[config.mk]
export PLATFORM = sky130hd
export DESIGN_NAME = tcp_segment_parse_and_checksum_top
export DESIGN_NICKNAME = d
export VERILOG_FILES = /design/src/tcpc_pkg.sv /design/src/tcpc_cfg.sv /design/src/tcpc_seg.sv /design/src/tcpc_finish.sv /design/src/tcp_segment_parse_and_checksum_top.sv
export SDC_FILE = /design/constraint.sdc
export NUM_CORES = 1
export LEC_CHECK = 0
export BUFFER_PORTS_ARGS = -buffer_cell sky130_fd_sc_hd__buf_2
export CAP_MARGIN = 20
export CORE_MARGIN = 2
export CORE_UTILIZATION = 38
export CTS_CLUSTER_DIAMETER = 40
export DETAILED_ROUTE_END_ITERATION = 12
export PLACE_DENSITY_LB_ADDON = 0.12
export SETUP_SLACK_MARGIN = 0.05
export SYNTH_ARGS = -nofsm -noshare
export SYNTH_HDL_FRONTEND = slang
export SYNTH_HIERARCHICAL = 1
export SYNTH_SLANG_ARGS = --single-unit
export TNS_END_PERCENT = 1
[constraint.sdc]
create_clock -name clk_i -period 19.6 [get_ports clk_i]
set_input_delay 0.98 -clock clk_i [delete_from_list [all_inputs] [get_ports clk_i]]
set_output_delay 0.98 -clock clk_i [all_outputs]
set_load 0.01 [all_outputs]
[src/tcpc_pkg.sv]
// Shared types, constants and helpers for the TCP segment parser and checksum block.
package tcpc_pkg;

  localparam int unsigned HDR_BYTES   = 20;
  localparam int unsigned MAX_PAYLOAD = 1460;
  localparam int unsigned PLEN_W      = 11;
  localparam int unsigned APB_AW      = 3;
  localparam logic [15:0] PROTO_TCP   = 16'd6;

  typedef enum logic [1:0] {
    ST_OK       = 2'd0,
    ST_SHORT    = 2'd1,
    ST_BAD_HLEN = 2'd2,
    ST_TOO_LONG = 2'd3
  } status_e;

  // Snapshot of one finished segment, handed from the byte stage to the finish stage
  typedef struct packed {
    logic [15:0]                 sum;   // data sum, odd byte already padded
    logic [15:0]                 cnt;   // segment length mod 2^16
    logic                        ovf;   // length wrapped
    logic [HDR_BYTES-1:0][7:0]   hdr;   // hdr[i] is header byte i
  } seg_fin_t;

  typedef struct packed {
    logic [15:0]       source_port;
    logic [15:0]       destination_port;
    logic [31:0]       sequence_number;
    logic [31:0]       acknowledge_number;
    logic [3:0]        header_words;
    logic [7:0]        flag_bits;
    logic [15:0]       window_size;
    logic [15:0]       received_checksum;
    logic [15:0]       urgent_pointer;
    logic [PLEN_W-1:0] payload_length;
    logic [15:0]       computed_sum;
    status_e           status;
  } tcp_result_t;

  // Ones' complement add with end-around carry
  function automatic logic [15:0] oc_add(logic [15:0] a, logic [15:0] b);
    logic [16:0] s;
    s = {1'b0, a} + {1'b0, b};
    return s[15:0] + {15'd0, s[16]};
  endfunction

endpackage

[src/tcpc_cfg.sv]
// APB register file for the pseudo-header addresses, with their precomputed sum.
module tcpc_cfg import tcpc_pkg::*; (
  input  logic              clk_i,
  input  logic              rst_ni,
  input  logic              psel,
  input  logic              penable,
  input  logic              pwrite,
  input  logic [APB_AW-1:0] paddr,
  input  logic [31:0]       pwdata,
  output logic [31:0]       prdata,
  output logic              pready,
  output logic [15:0]       addr_sum_o
);

  localparam logic REG_SRC = 1'b0;
  localparam logic REG_DST = 1'b1;

  logic [31:0] src_q, dst_q;
  logic [15:0] addr_sum_q, addr_sum_d;
  logic        wr_en;
  logic [18:0] raw;
  logic [16:0] fold1;

  assign pready = 1'b1;
  assign wr_en  = psel & penable & pwrite;

  always_ff @(posedge clk_i or negedge rst_ni) begin
    if (!rst_ni) begin
      src_q <= '0;
      dst_q <= '0;
    end else if (wr_en) begin
      case (paddr[2])
        REG_SRC: src_q <= pwdata;
        REG_DST: dst_q <= pwdata;
        default: ;
      endcase
    end
  end

  always_comb begin
    case (paddr[2])
      REG_SRC: prdata = src_q;
      REG_DST: prdata = dst_q;
      default: prdata = '0;
    endcase
  end

  // address halves plus protocol, folded twice
  always_comb begin
    raw = 19'(src_q[31:16]) + 19'(src_q[15:0]) + 19'(dst_q[31:16]) +
          19'(dst_q[15:0]) + 19'(PROTO_TCP);
    fold1 = {1'b0, raw[15:0]} + {14'd0, raw[18:16]};
    addr_sum_d = fold1[15:0] + {15'd0, fold1[16]};
  end

  always_ff @(posedge clk_i or negedge rst_ni) begin
    if (!rst_ni) addr_sum_q <= '0;
    else         addr_sum_q <= addr_sum_d;
  end

  assign addr_sum_o = addr_sum_q;

endmodule

[src/tcpc_seg.sv]
// Per-byte segment state: count, running sum, header capture and end-of-segment snapshot.
module tcpc_seg import tcpc_pkg::*; (
  input  logic     clk_i,
  input  logic     rst_ni,
  input  logic     acc_i,      // byte transaction this cycle
  input  logic [7:0] byte_i,
  input  logic     last_i,
  input  logic     fin_take_i, // finish stage takes the snapshot
  output logic     fin_vld_o,
  output seg_fin_t fin_o
);

  logic [15:0]               cnt_q, cnt_nx;
  logic                      ovf_q, ovf_nx;
  logic [15:0]               run_q, sum_nx, word;
  logic [7:0]                pend_q;
  logic [HDR_BYTES-1:0][7:0] hdr_q, hdr_nx;
  logic                      cap;
  logic                      fin_vld_q;
  seg_fin_t                  fin_q;

  assign cap    = !ovf_q && (cnt_q < 16'(HDR_BYTES));
  assign cnt_nx = cnt_q + 16'd1;
  assign ovf_nx = ovf_q | (cnt_nx == 16'd0);
  // odd position closes a word; even position is a high byte padded with zero
  assign word   = cnt_q[0] ? {pend_q, byte_i} : {byte_i, 8'h00};
  assign sum_nx = oc_add(run_q, word);

  always_comb begin
    for (int i = 0; i < int'(HDR_BYTES); i++) begin
      hdr_nx[i] = (cap && cnt_q == 16'(i)) ? byte_i : hdr_q[i];
    end
  end

  always_ff @(posedge clk_i or negedge rst_ni) begin
    if (!rst_ni) begin
      cnt_q  <= '0;
      ovf_q  <= 1'b0;
      run_q  <= '0;
      pend_q <= '0;
      hdr_q  <= '0;
    end else if (acc_i) begin
      if (last_i) begin
        cnt_q  <= '0;
        ovf_q  <= 1'b0;
        run_q  <= '0;
        pend_q <= '0;
        hdr_q  <= '0;
      end else begin
        cnt_q <= cnt_nx;
        ovf_q <= ovf_nx;
        hdr_q <= hdr_nx;
        if (cnt_q[0]) run_q  <= sum_nx;
        else          pend_q <= byte_i;
      end
    end
  end

  always_ff @(posedge clk_i or negedge rst_ni) begin
    if (!rst_ni)                fin_vld_q <= 1'b0;
    else if (acc_i && last_i)   fin_vld_q <= 1'b1;
    else if (fin_take_i)        fin_vld_q <= 1'b0;
  end

  always_ff @(posedge clk_i) begin
    if (acc_i && last_i) begin
      fin_q.sum <= sum_nx;
      fin_q.cnt <= cnt_nx;
      fin_q.ovf <= ovf_nx;
      fin_q.hdr <= hdr_nx;
    end
  end

  assign fin_vld_o = fin_vld_q;
  assign fin_o     = fin_q;

  a_clear_after_last: assert property (@(posedge clk_i) disable iff (!rst_ni)
    acc_i && last_i |=> cnt_q == 16'd0 && !ovf_q && run_q == 16'd0)
    else $error("segment state not cleared after last byte");

  a_count_step: assert property (@(posedge clk_i) disable iff (!rst_ni)
    acc_i && !last_i |=> cnt_q == $past(cnt_nx))
    else $error("byte count did not advance");

  a_fin_hold: assert property (@(posedge clk_i) disable iff (!rst_ni)
    fin_vld_q && !fin_take_i && !acc_i |=> fin_vld_q && $stable(fin_q))
    else $error("pending snapshot lost or changed");

endmodule

[src/tcpc_finish.sv]
// Final checksum fold, header field extraction, status and the result register.
module tcpc_finish import tcpc_pkg::*; (
  input  logic        clk_i,
  input  logic        rst_ni,
  input  logic        fin_vld_i,
  input  seg_fin_t    fin_i,
  input  logic [15:0] addr_sum_i,
  input  logic        out_ready_i,
  output logic        fin_take_o,
  output logic        out_vld_o,
  output tcp_result_t out_o
);

  logic        out_vld_q;
  tcp_result_t out_q, res;
  logic [17:0] raw;
  logic [16:0] fold1;
  logic [15:0] total;
  logic [5:0]  hlen;
  logic [15:0] diff;

  assign fin_take_o = fin_vld_i && (!out_vld_q || out_ready_i);

  always_comb begin
    raw   = 18'(fin_i.sum) + 18'(addr_sum_i) + 18'(fin_i.cnt);
    fold1 = {1'b0, raw[15:0]} + {15'd0, raw[17:16]};
    total = fold1[15:0] + {15'd0, fold1[16]};

    hlen = {fin_i.hdr[12][7:4], 2'b00};
    diff = fin_i.cnt - 16'(hlen);

    res.source_port        = {fin_i.hdr[0], fin_i.hdr[1]};
    res.destination_port   = {fin_i.hdr[2], fin_i.hdr[3]};
    res.sequence_number    = {fin_i.hdr[4], fin_i.hdr[5], fin_i.hdr[6], fin_i.hdr[7]};
    res.acknowledge_number = {fin_i.hdr[8], fin_i.hdr[9], fin_i.hdr[10], fin_i.hdr[11]};
    res.header_words       = fin_i.hdr[12][7:4];
    res.flag_bits          = fin_i.hdr[13];
    res.window_size        = {fin_i.hdr[14], fin_i.hdr[15]};
    res.received_checksum  = {fin_i.hdr[16], fin_i.hdr[17]};
    res.urgent_pointer     = {fin_i.hdr[18], fin_i.hdr[19]};
    res.computed_sum       = ~total;
    res.payload_length     = '0;

    if (!fin_i.ovf && fin_i.cnt < 16'(HDR_BYTES)) begin
      res.status = ST_SHORT;
    end else if (fin_i.ovf) begin
      res.status = ST_TOO_LONG;
    end else if (hlen < 6'(HDR_BYTES) || 16'(hlen) > fin_i.cnt) begin
      res.status = ST_BAD_HLEN;
    end else if (diff > 16'(MAX_PAYLOAD)) begin
      res.status = ST_TOO_LONG;
    end else begin
      res.status         = ST_OK;
      res.payload_length = diff[PLEN_W-1:0];
    end
  end

  always_ff @(posedge clk_i or negedge rst_ni) begin
    if (!rst_ni)          out_vld_q <= 1'b0;
    else if (fin_take_o)  out_vld_q <= 1'b1;
    else if (out_ready_i) out_vld_q <= 1'b0;
  end

  always_ff @(posedge clk_i) begin
    if (fin_take_o) out_q <= res;
  end

  assign out_vld_o = out_vld_q;
  assign out_o     = out_q;

  a_ok_plen: assert property (@(posedge clk_i) disable iff (!rst_ni)
    out_vld_q && out_q.status == ST_OK |->
      out_q.payload_length <= PLEN_W'(MAX_PAYLOAD) && out_q.header_words >= 4'd5)
    else $error("ok result with impossible lengths");

  a_err_plen: assert property (@(posedge clk_i) disable iff (!rst_ni)
    out_vld_q && out_q.status != ST_OK |-> out_q.payload_length == '0)
    else $error("error result carries a payload length");

  a_no_drop: assert property (@(posedge clk_i) disable iff (!rst_ni)
    out_vld_q && !out_ready_i |=> out_vld_q && !$past(fin_take_o))
    else $error("result register overwritten while stalled");

endmodule

[src/tcp_segment_parse_and_checksum_top.sv]
// Top level of the TCP segment parser with Internet checksum.
//
//  channel   dir  handshake                      contents
//  s_axis    in   s_axis_tvalid/s_axis_tready    one segment byte, tlast on final byte
//  m_axis    out  m_axis_tvalid/m_axis_tready    parsed header, lengths, checksum, status
//  apb       in   psel/penable/pwrite, pready=1  source / destination IPv4 address
//
// One byte is taken per clock while s_axis_tready is high; each segment passes
// through the byte stage (count, sum, header capture) into the snapshot register,
// then the finish stage (pseudo-header fold, status) into the result register.
// Reset clears the addresses and the segment state; no clearing pass is needed.
// A stalled result holds the result register; the snapshot register behind it
// still takes one more finished segment, and only a last byte that finds both
// full stalls the input.
module tcp_segment_parse_and_checksum_top import tcpc_pkg::*; (
  input  logic              clk_i,
  input  logic              rst_ni,
  input  logic              s_axis_tvalid,
  output logic              s_axis_tready,
  input  logic [7:0]        s_axis_tdata,   // [7:0] data_byte
  input  logic              s_axis_tlast,   // last_byte
  output logic              m_axis_tvalid,
  input  logic              m_axis_tready,
  // [15:0] source_port, [31:16] destination_port, [63:32] sequence_number,
  // [95:64] acknowledge_number, [99:96] header_words, [107:100] flag_bits,
  // [123:108] window_size, [139:124] received_checksum, [155:140] urgent_pointer,
  // [166:156] payload_length, [182:167] computed_sum, [183] zero
  output logic [183:0]      m_axis_tdata,
  output logic [1:0]        m_axis_tuser,   // [1:0] status
  input  logic              psel,
  input  logic              penable,
  input  logic              pwrite,
  input  logic [APB_AW-1:0] paddr,
  input  logic [31:0]       pwdata,
  output logic [31:0]       prdata,
  output logic              pready
);

  logic        acc;
  logic        fin_vld, fin_take;
  seg_fin_t    fin;
  logic [15:0] addr_sum;
  tcp_result_t res;

  // a last byte needs room in the snapshot register; other bytes always go
  assign s_axis_tready = !fin_vld || fin_take || !s_axis_tlast;
  assign acc           = s_axis_tvalid && s_axis_tready;

  tcpc_cfg u_cfg (
    .clk_i      (clk_i),
    .rst_ni     (rst_ni),
    .psel       (psel),
    .penable    (penable),
    .pwrite     (pwrite),
    .paddr      (paddr),
    .pwdata     (pwdata),
    .prdata     (prdata),
    .pready     (pready),
    .addr_sum_o (addr_sum)
  );

  tcpc_seg u_seg (
    .clk_i      (clk_i),
    .rst_ni     (rst_ni),
    .acc_i      (acc),
    .byte_i     (s_axis_tdata),
    .last_i     (s_axis_tlast),
    .fin_take_i (fin_take),
    .fin_vld_o  (fin_vld),
    .fin_o      (fin)
  );

  tcpc_finish u_finish (
    .clk_i       (clk_i),
    .rst_ni      (rst_ni),
    .fin_vld_i   (fin_vld),
    .fin_i       (fin),
    .addr_sum_i  (addr_sum),
    .out_ready_i (m_axis_tready),
    .fin_take_o  (fin_take),
    .out_vld_o   (m_axis_tvalid),
    .out_o       (res)
  );

  assign m_axis_tdata = {1'b0,
                         res.computed_sum,
                         res.payload_length,
                         res.urgent_pointer,
                         res.received_checksum,
                         res.window_size,
                         res.flag_bits,
                         res.header_words,
                         res.acknowledge_number,
                         res.sequence_number,
                         res.destination_port,
                         res.source_port};
  assign m_axis_tuser = res.status;

endmodule
# == After elaboration in Yosys (flattened, before gate mapping) ==
# Cells that the tools add are included.
# totals
register_bits,661
in_bits,51
out_inout_bits,221
wordCells,190
# classes
add_sub_neg,14
magnitude_cmp,5
eq_ne,20
n_mux,36
bitwise_logic,5
reduce_logical,45
# ops
operator,n
8-bit 2-to-1 mux,22
160-bit 2-to-1 mux,1
16-bit by 4-bit == test with 1-bit output (second input constant),8
16-bit by 3-bit == test with 1-bit output (second input constant),4
16-bit by 5-bit == test with 1-bit output (second input constant),4
16-bit 2-to-1 mux,4
32-bit case mux with 2 select lines,1
16-bit by 16-bit adder with 17-bit output,3
16-bit by 1-bit adder with 16-bit output,3
19-bit by 16-bit adder with 19-bit output,2
16-bit by 2-bit == test with 1-bit output (second input constant),2
16-bit logical NOT,2
16-bit by 5-bit less-than comparator with 1-bit output (second input constant),2
1-bit logical AND,25
19-bit by 3-bit adder with 19-bit output (second input constant),1
18-bit by 16-bit adder with 18-bit output,1
16-bit by 2-bit adder with 17-bit output,1
16-bit by 3-bit adder with 17-bit output,1
16-bit by 1-bit adder with 16-bit output (second input constant),1
16-bit by 1-bit == test with 1-bit output (second input constant),1
16-bit by 11-bit greater-than comparator with 1-bit output (second input constant),1
6-bit by 16-bit greater-than comparator with 1-bit output,1
16-bit NOT,1
16-bit by 6-bit subtractor with 16-bit output,1
13 further kinds,32

# == Depth between registers and ports, before layout ==
# logic_depth
ltp_word,8
depth_mapped,36
mapped_depth_nobuf,36

# == Cells and area by module ==
# Netlist, hierarchy kept.
# by_module_without_submodules
module,n_inst,cells_per_inst,area_per_inst_um2,seq_area_each_um2
tcpc_seg,1,1148,16925.0,10850.4
tcpc_finish,1,475,7907.6,5580.4
tcpc_cfg,1,537,5720.5,2001.9
tcp_segment_parse_and_checksum_top,1,4,37.5,0.0

# == Least setup slack after synthesis ==
# Ideal clock, no wire load.
# synth_timing
path_type,input -> register
from,input m_axis_tready
to,register u_seg.fin_q (netlist bit u_seg/fin_o[0]) (enable)
setup_time_ns,0.544
arrival_time_ns,10.460
required_ns,19.056
setup_slack_ns,8.595
cell_stages,7
path_buffers,1
cell_sequence,nand2b_1 -> and2_1 -> nand3b_4 -> and2_1 -> clkbuf_1 -> nand2_1 -> inv_1
# synth_via
elab_chain_cells,6
# synth_lines
element,line,rtl
from (decl),tcp_segment_parse_and_checksum_top.sv:23,"input logic m_axis_tready,"
1-bit logical OR,tcpc_finish.sv:22,assign fin_take_o = fin_vld_i && (!out_vld_q || out_ready_i);
1-bit logical AND,tcpc_finish.sv:22,
via fin_take,tcp_segment_parse_and_checksum_top.sv:40,"logic fin_vld, fin_take;"
1-bit logical OR (2 in series),tcp_segment_parse_and_checksum_top.sv:46,assign s_axis_tready = !fin_vld || fin_take || !s_axis_tlast;
via s_axis_tready,tcp_segment_parse_and_checksum_top.sv:19,"output logic s_axis_tready,"
1-bit logical AND,tcp_segment_parse_and_checksum_top.sv:47,assign acc = s_axis_tvalid && s_axis_tready;
via acc,tcp_segment_parse_and_checksum_top.sv:39,logic acc;
1-bit logical AND,tcpc_seg.sv:66,if (acc_i && last_i) begin
to (decl),tcpc_seg.sv:20,seg_fin_t fin_q;
# The timed path passes the listed nets, and every way through them passes these cells.
# A chain may end at the register's enable or synchronous reset.

# == Final worst setup path ==
# layout_timing
from,register u_cfg.src_q[18]
to,register u_cfg.addr_sum_q[15] (netlist: u_cfg/addr_sum_o[15])
# layout_via
elab_chain_cells,6
# layout_lines
element,line,rtl
from (decl),tcpc_cfg.sv:18,"logic [31:0] src_q, dst_q;"
from (signal assigned),tcpc_cfg.sv:33,REG_SRC: src_q <= pwdata;
16-bit by 16-bit adder with 17-bit output,tcpc_cfg.sv:50,raw = 19'(src_q[31:16]) + 19'(src_q[15:0]) + 19'(dst_q[31:16]) +
19-bit by 16-bit adder with 19-bit output (2 in series),tcpc_cfg.sv:50,
19-bit by 3-bit adder with 19-bit output,tcpc_cfg.sv:51,19'(dst_q[15:0]) + 19'(PROTO_TCP);
16-bit by 3-bit adder with 17-bit output,tcpc_cfg.sv:52,"fold1 = {1'b0, raw[15:0]} + {14'd0, raw[18:16]};"
16-bit by 1-bit adder with 16-bit output,tcpc_cfg.sv:53,"addr_sum_d = fold1[15:0] + {15'd0, fold1[16]};"
via u_cfg.addr_sum_d[15],tcpc_cfg.sv:19,"logic [15:0] addr_sum_q, addr_sum_d;"
to (signal assigned),tcpc_cfg.sv:58,else addr_sum_q <= addr_sum_d;
to (decl),tcpc_cfg.sv:19,
# The timed path passes the listed nets, and every way through them passes these cells.

==> impl_metrics.csv <==
group,metric,value,unit
timing,worst_pin_slew,1.07,ns
floorplanning,floorplan.die.width,286,um
cts,clock_sink_count,653,
power_and_ir_drop,power.clock.fraction,0.270,
worst_setup_path,endpoint_kind,"flop",
logic_synthesis,synth_area,0.0303,sq mm
detailed_routing,post_drt_via_cell_ratio,5.18,
timing,finalWorstPathRequiredPeriod,8.11,ns
power_and_ir_drop,internal_dissipation,4050,uW
timing,setup_viol_count_final,0,
cts,ctsHtreeMaxLevel,3,
timing,max_freq,123,MHz
worst_setup_path,timing.critical_path.arrival,8.64,ns
worst_setup_path,critical-path-top-cell-by-count,"sky130_fd_sc_hd__inv_1",
cts,cts_setup_buffers,0,
placed_design,routability_driven_placement_congestion_ratio,0.837,
cts,cts.root.buffer_cell,"sky130_fd_sc_hd__clkbuf_16",
floorplanning,num_io_pins,272,
floorplanning,core-area,0.0790,sq mm
worst_setup_path,crit_path_max_incr_delay,0.58,ns
global_route,wire_length_of_the_first_global_routing_pass,114,mm
cts,tritoncts.num_buffers,101,
floorplanning,die_area,0.0820,sq mm
cts,number_of_buffers_added_to_fix_hold_violations_after_cts,0,
worst_setup_path,reg2reg_slack,11.49,ns
floorplanning,die_height,286,um
power_and_ir_drop,power.density,184,mW/mm^2
timing,grt_setup_unrepaired,"no",
logic_synthesis,syn_inst,2148,
worst_setup_path,max_fo_critical_path,4,
worst_setup_path,critical_path_class,"flop to flop",
global_route,grt_pass1_vias,19380,
cells_and_area,area_growth,19.6,%
global_route,grt_start_max_net_pins,119,
timing,hold_viol_final,0,
power_and_ir_drop,netSwitchingPower,2620,uW
placed_design,dp_hpwl,47.4,mm
timing,finClkSkew,0.0568,ns
worst_setup_path,worst-endpoint-required,20.13,ns
timing,final-max-slew-violation-count,0,
logic_synthesis,yosys_warnings,6,
detailed_routing,final_antenna_net_count,0,
global_route,gr-usage-all-layers,0.180,
cts,clk-insertion-delay-late,0.66,ns
power_and_ir_drop,power.static_leakage,0.0152,uW
logic_synthesis,synth_fp_nets,2334,
detailed_routing,drt-wirelength-per-cell,20.7,um
hold_path,hold_path_class,"input pin to async pin",
floorplanning,initial_core_util,0.383,
cts,ctsResizeCount,0,
placed_design,preCtsSetupSlack,11.47,ns
cells_and_area,final_layout_size_suffix_gt1_frac,0.306,
timing,max-slew-margin-rel,0.286,
job,cap_viol_max_count,0,
status,status,"completed",
power_and_ir_drop,pwr-share-comb,0.439,
detailed_routing,detailed_route_wire_length,74.2,mm
floorplanning,std_cell_rows,103,
power_and_ir_drop,seq_power_share,0.291,
global_route,globalRoute.totalOverflow,0,
timing,finalWorstSetupSlack,11.49,ns
cells_and_area,num-nets-final,2632,
cts,cts_tree,"done",
placed_design,port-buffer-count,267,
timing,setup_total_negative_slack,0,ns
cells_and_area,diodes,0,
detailed_routing,detailedRoute.firstPassIterationCount,5,
worst_setup_path,crit_path_top_delay_cell,"sky130_fd_sc_hd__or4_4",
detailed_routing,drt_iter0_drc,1202,
detailed_routing,route.detailed.drc,0,
power_and_ir_drop,ir_drop,0.122,mV
detailed_routing,vias,18554,
cells_and_area,instances_no_fill,3584,
cts,path_clk_slew,0.06,ns
global_route,number_of_antenna_violations_at_the_first_check_in_global_routing,3,
power_and_ir_drop,netSwitchingFraction,0.393,
placed_design,post-place-cells,3393,
logic_synthesis,syn_area_per_cell,14.1,sq um
worst_setup_path,timing.critical_path.from_type,"flop",
timing,timing.final.crit_share,0.414,
cts,max-clock-path-buffers,3,
-- cell usage in the layout, fill, tap and decap left out, types with 10 or more instances in the layout --
cell / instances
sky130_fd_sc_hd__a211oi_1: 10
sky130_fd_sc_hd__a21o_1: 20
sky130_fd_sc_hd__a21oi_1: 45
sky130_fd_sc_hd__a22o_1: 175
sky130_fd_sc_hd__and2_1: 14
sky130_fd_sc_hd__and3_1: 15
sky130_fd_sc_hd__buf_2: 266
sky130_fd_sc_hd__buf_4: 20
sky130_fd_sc_hd__clkbuf_1: 10
sky130_fd_sc_hd__clkbuf_16: 103
sky130_fd_sc_hd__clkinvlp_4: 20
sky130_fd_sc_hd__dfrtp_1: 279
sky130_fd_sc_hd__edfxtp_1: 374
sky130_fd_sc_hd__fa_1: 53
sky130_fd_sc_hd__ha_1: 82
sky130_fd_sc_hd__inv_1: 116
sky130_fd_sc_hd__inv_6: 18
sky130_fd_sc_hd__mux2_2: 233
sky130_fd_sc_hd__nand2_1: 89
sky130_fd_sc_hd__nand2b_1: 14
sky130_fd_sc_hd__nand3_1: 20
sky130_fd_sc_hd__nand4_1: 16
sky130_fd_sc_hd__nor2_1: 62
sky130_fd_sc_hd__nor2_2: 17
sky130_fd_sc_hd__nor3_1: 21
sky130_fd_sc_hd__o21a_1: 14
sky130_fd_sc_hd__o21ai_0: 68
sky130_fd_sc_hd__o2bb2ai_1: 11
sky130_fd_sc_hd__or3_1: 11
sky130_fd_sc_hd__xnor2_1: 64
sky130_fd_sc_hd__xor2_1: 34
-- per-layer routing --
metal / GRT usage / vias to the layer above / wire, um
li1: - / 8650 / -
met1: 0.248 / 9375 / 34200
met2: 0.290 / 416 / 35100
met3: 0.0317 / 109 / 3300
met4: 0.0558 / 4 / 1600
met5: 0 / - / 18
-- worst max-delay path, delay by kind of cell (launching register included) --
| kind | cells | cell delay (ns) |
|---|---|---|
| buffers and inverters | 5 | 0.25 |
| and+or+nand+nor | 11 | 2.40 |
| xor gates and xnor gates | 1 | 0.13 |
| AOI/OAI and AO/OA | 10 | 2.17 |
| DFF | 1 | 0.35 |
| adders and majority gates | 8 | 2.69 |
-- worst paths after layout --
kind,startpoint,endpoint,cells past startpoint
max,u_cfg/src_q[18]$_DFFE_PN0P_,u_cfg/addr_sum_o[15]$_DFF_PN0_,35
min,rst_ni,u_seg/hdr_q[130]$_DFFE_PN0P_,1
max reg2reg,u_cfg/src_q[18]$_DFFE_PN0P_,u_cfg/addr_sum_o[15]$_DFF_PN0_,35
min reg2reg,u_seg/fin_o[17]$_DFFE_PP_,u_finish/out_o[162]$_DFFE_PP_,0
max in group asynchronous,rst_ni,u_seg/hdr_q[81]$_DFFE_PN0P_,2
min in group clk_i,u_seg/fin_o[17]$_DFFE_PP_,u_finish/out_o[162]$_DFFE_PP_,0
-- sequential cells by signal (all words and copies together) (netlist names) --
| register | flops |
|---|---|
| u_seg/fin_vld_o | 1 |
| u_cfg/dst_q | 32 |
| u_seg/fin_o | 189 |
| u_seg/run_q | 16 |
| u_finish/out_vld_o | 1 |
| u_seg/hdr_q | 156 |
| u_finish/out_o | 185 |
| u_cfg/addr_sum_o | 16 |
| u_seg/ovf_q | 1 |
| u_cfg/src_q | 32 |
| u_seg/pend_q | 8 |
| u_seg/cnt_q | 16 |
-- power by group through the flow --
stage / clock, uW / sequential, uW / combinational, uW
final: 1800 / 1940 / 2930
after global routing: 1910 / 1970 / 3270
after CTS: 1850 / 1950 / 2960
after detailed placement: 0 / 1970 / 2940
after global placement: 0 / 1970 / 2910
after floorplan: 0 / 2020 / 2130
-- cell type report --
class | instances | area [sq um]
inverter | 118 | 455
tap | 1050 | 1310
sequential | 653 | 18200
timing repair buffer | 287 | 1500
fill | 7041 | 42800
clock buffer | 116 | 2660
clock inverter | 75 | 841
multi-input combinational | 1285 | 11300
-- through the flow --
step | total power [uW] | util | cell area, sq um | hold WS (ns)
CTS | 6760 | 0.459 | 36200 | 0.355
floorplan | 4150 | - | 30300 | 0.400
finish | 6680 | 0.459 | 36200 | 0.284
global placement | 4880 | 0.414 | 32700 | 0.403
detailed placement | 4920 | 0.414 | 32700 | 0.405
global route | 7160 | 0.459 | 36200 | 0.342
No activity file was read; power rests on OpenSTA's default activity.
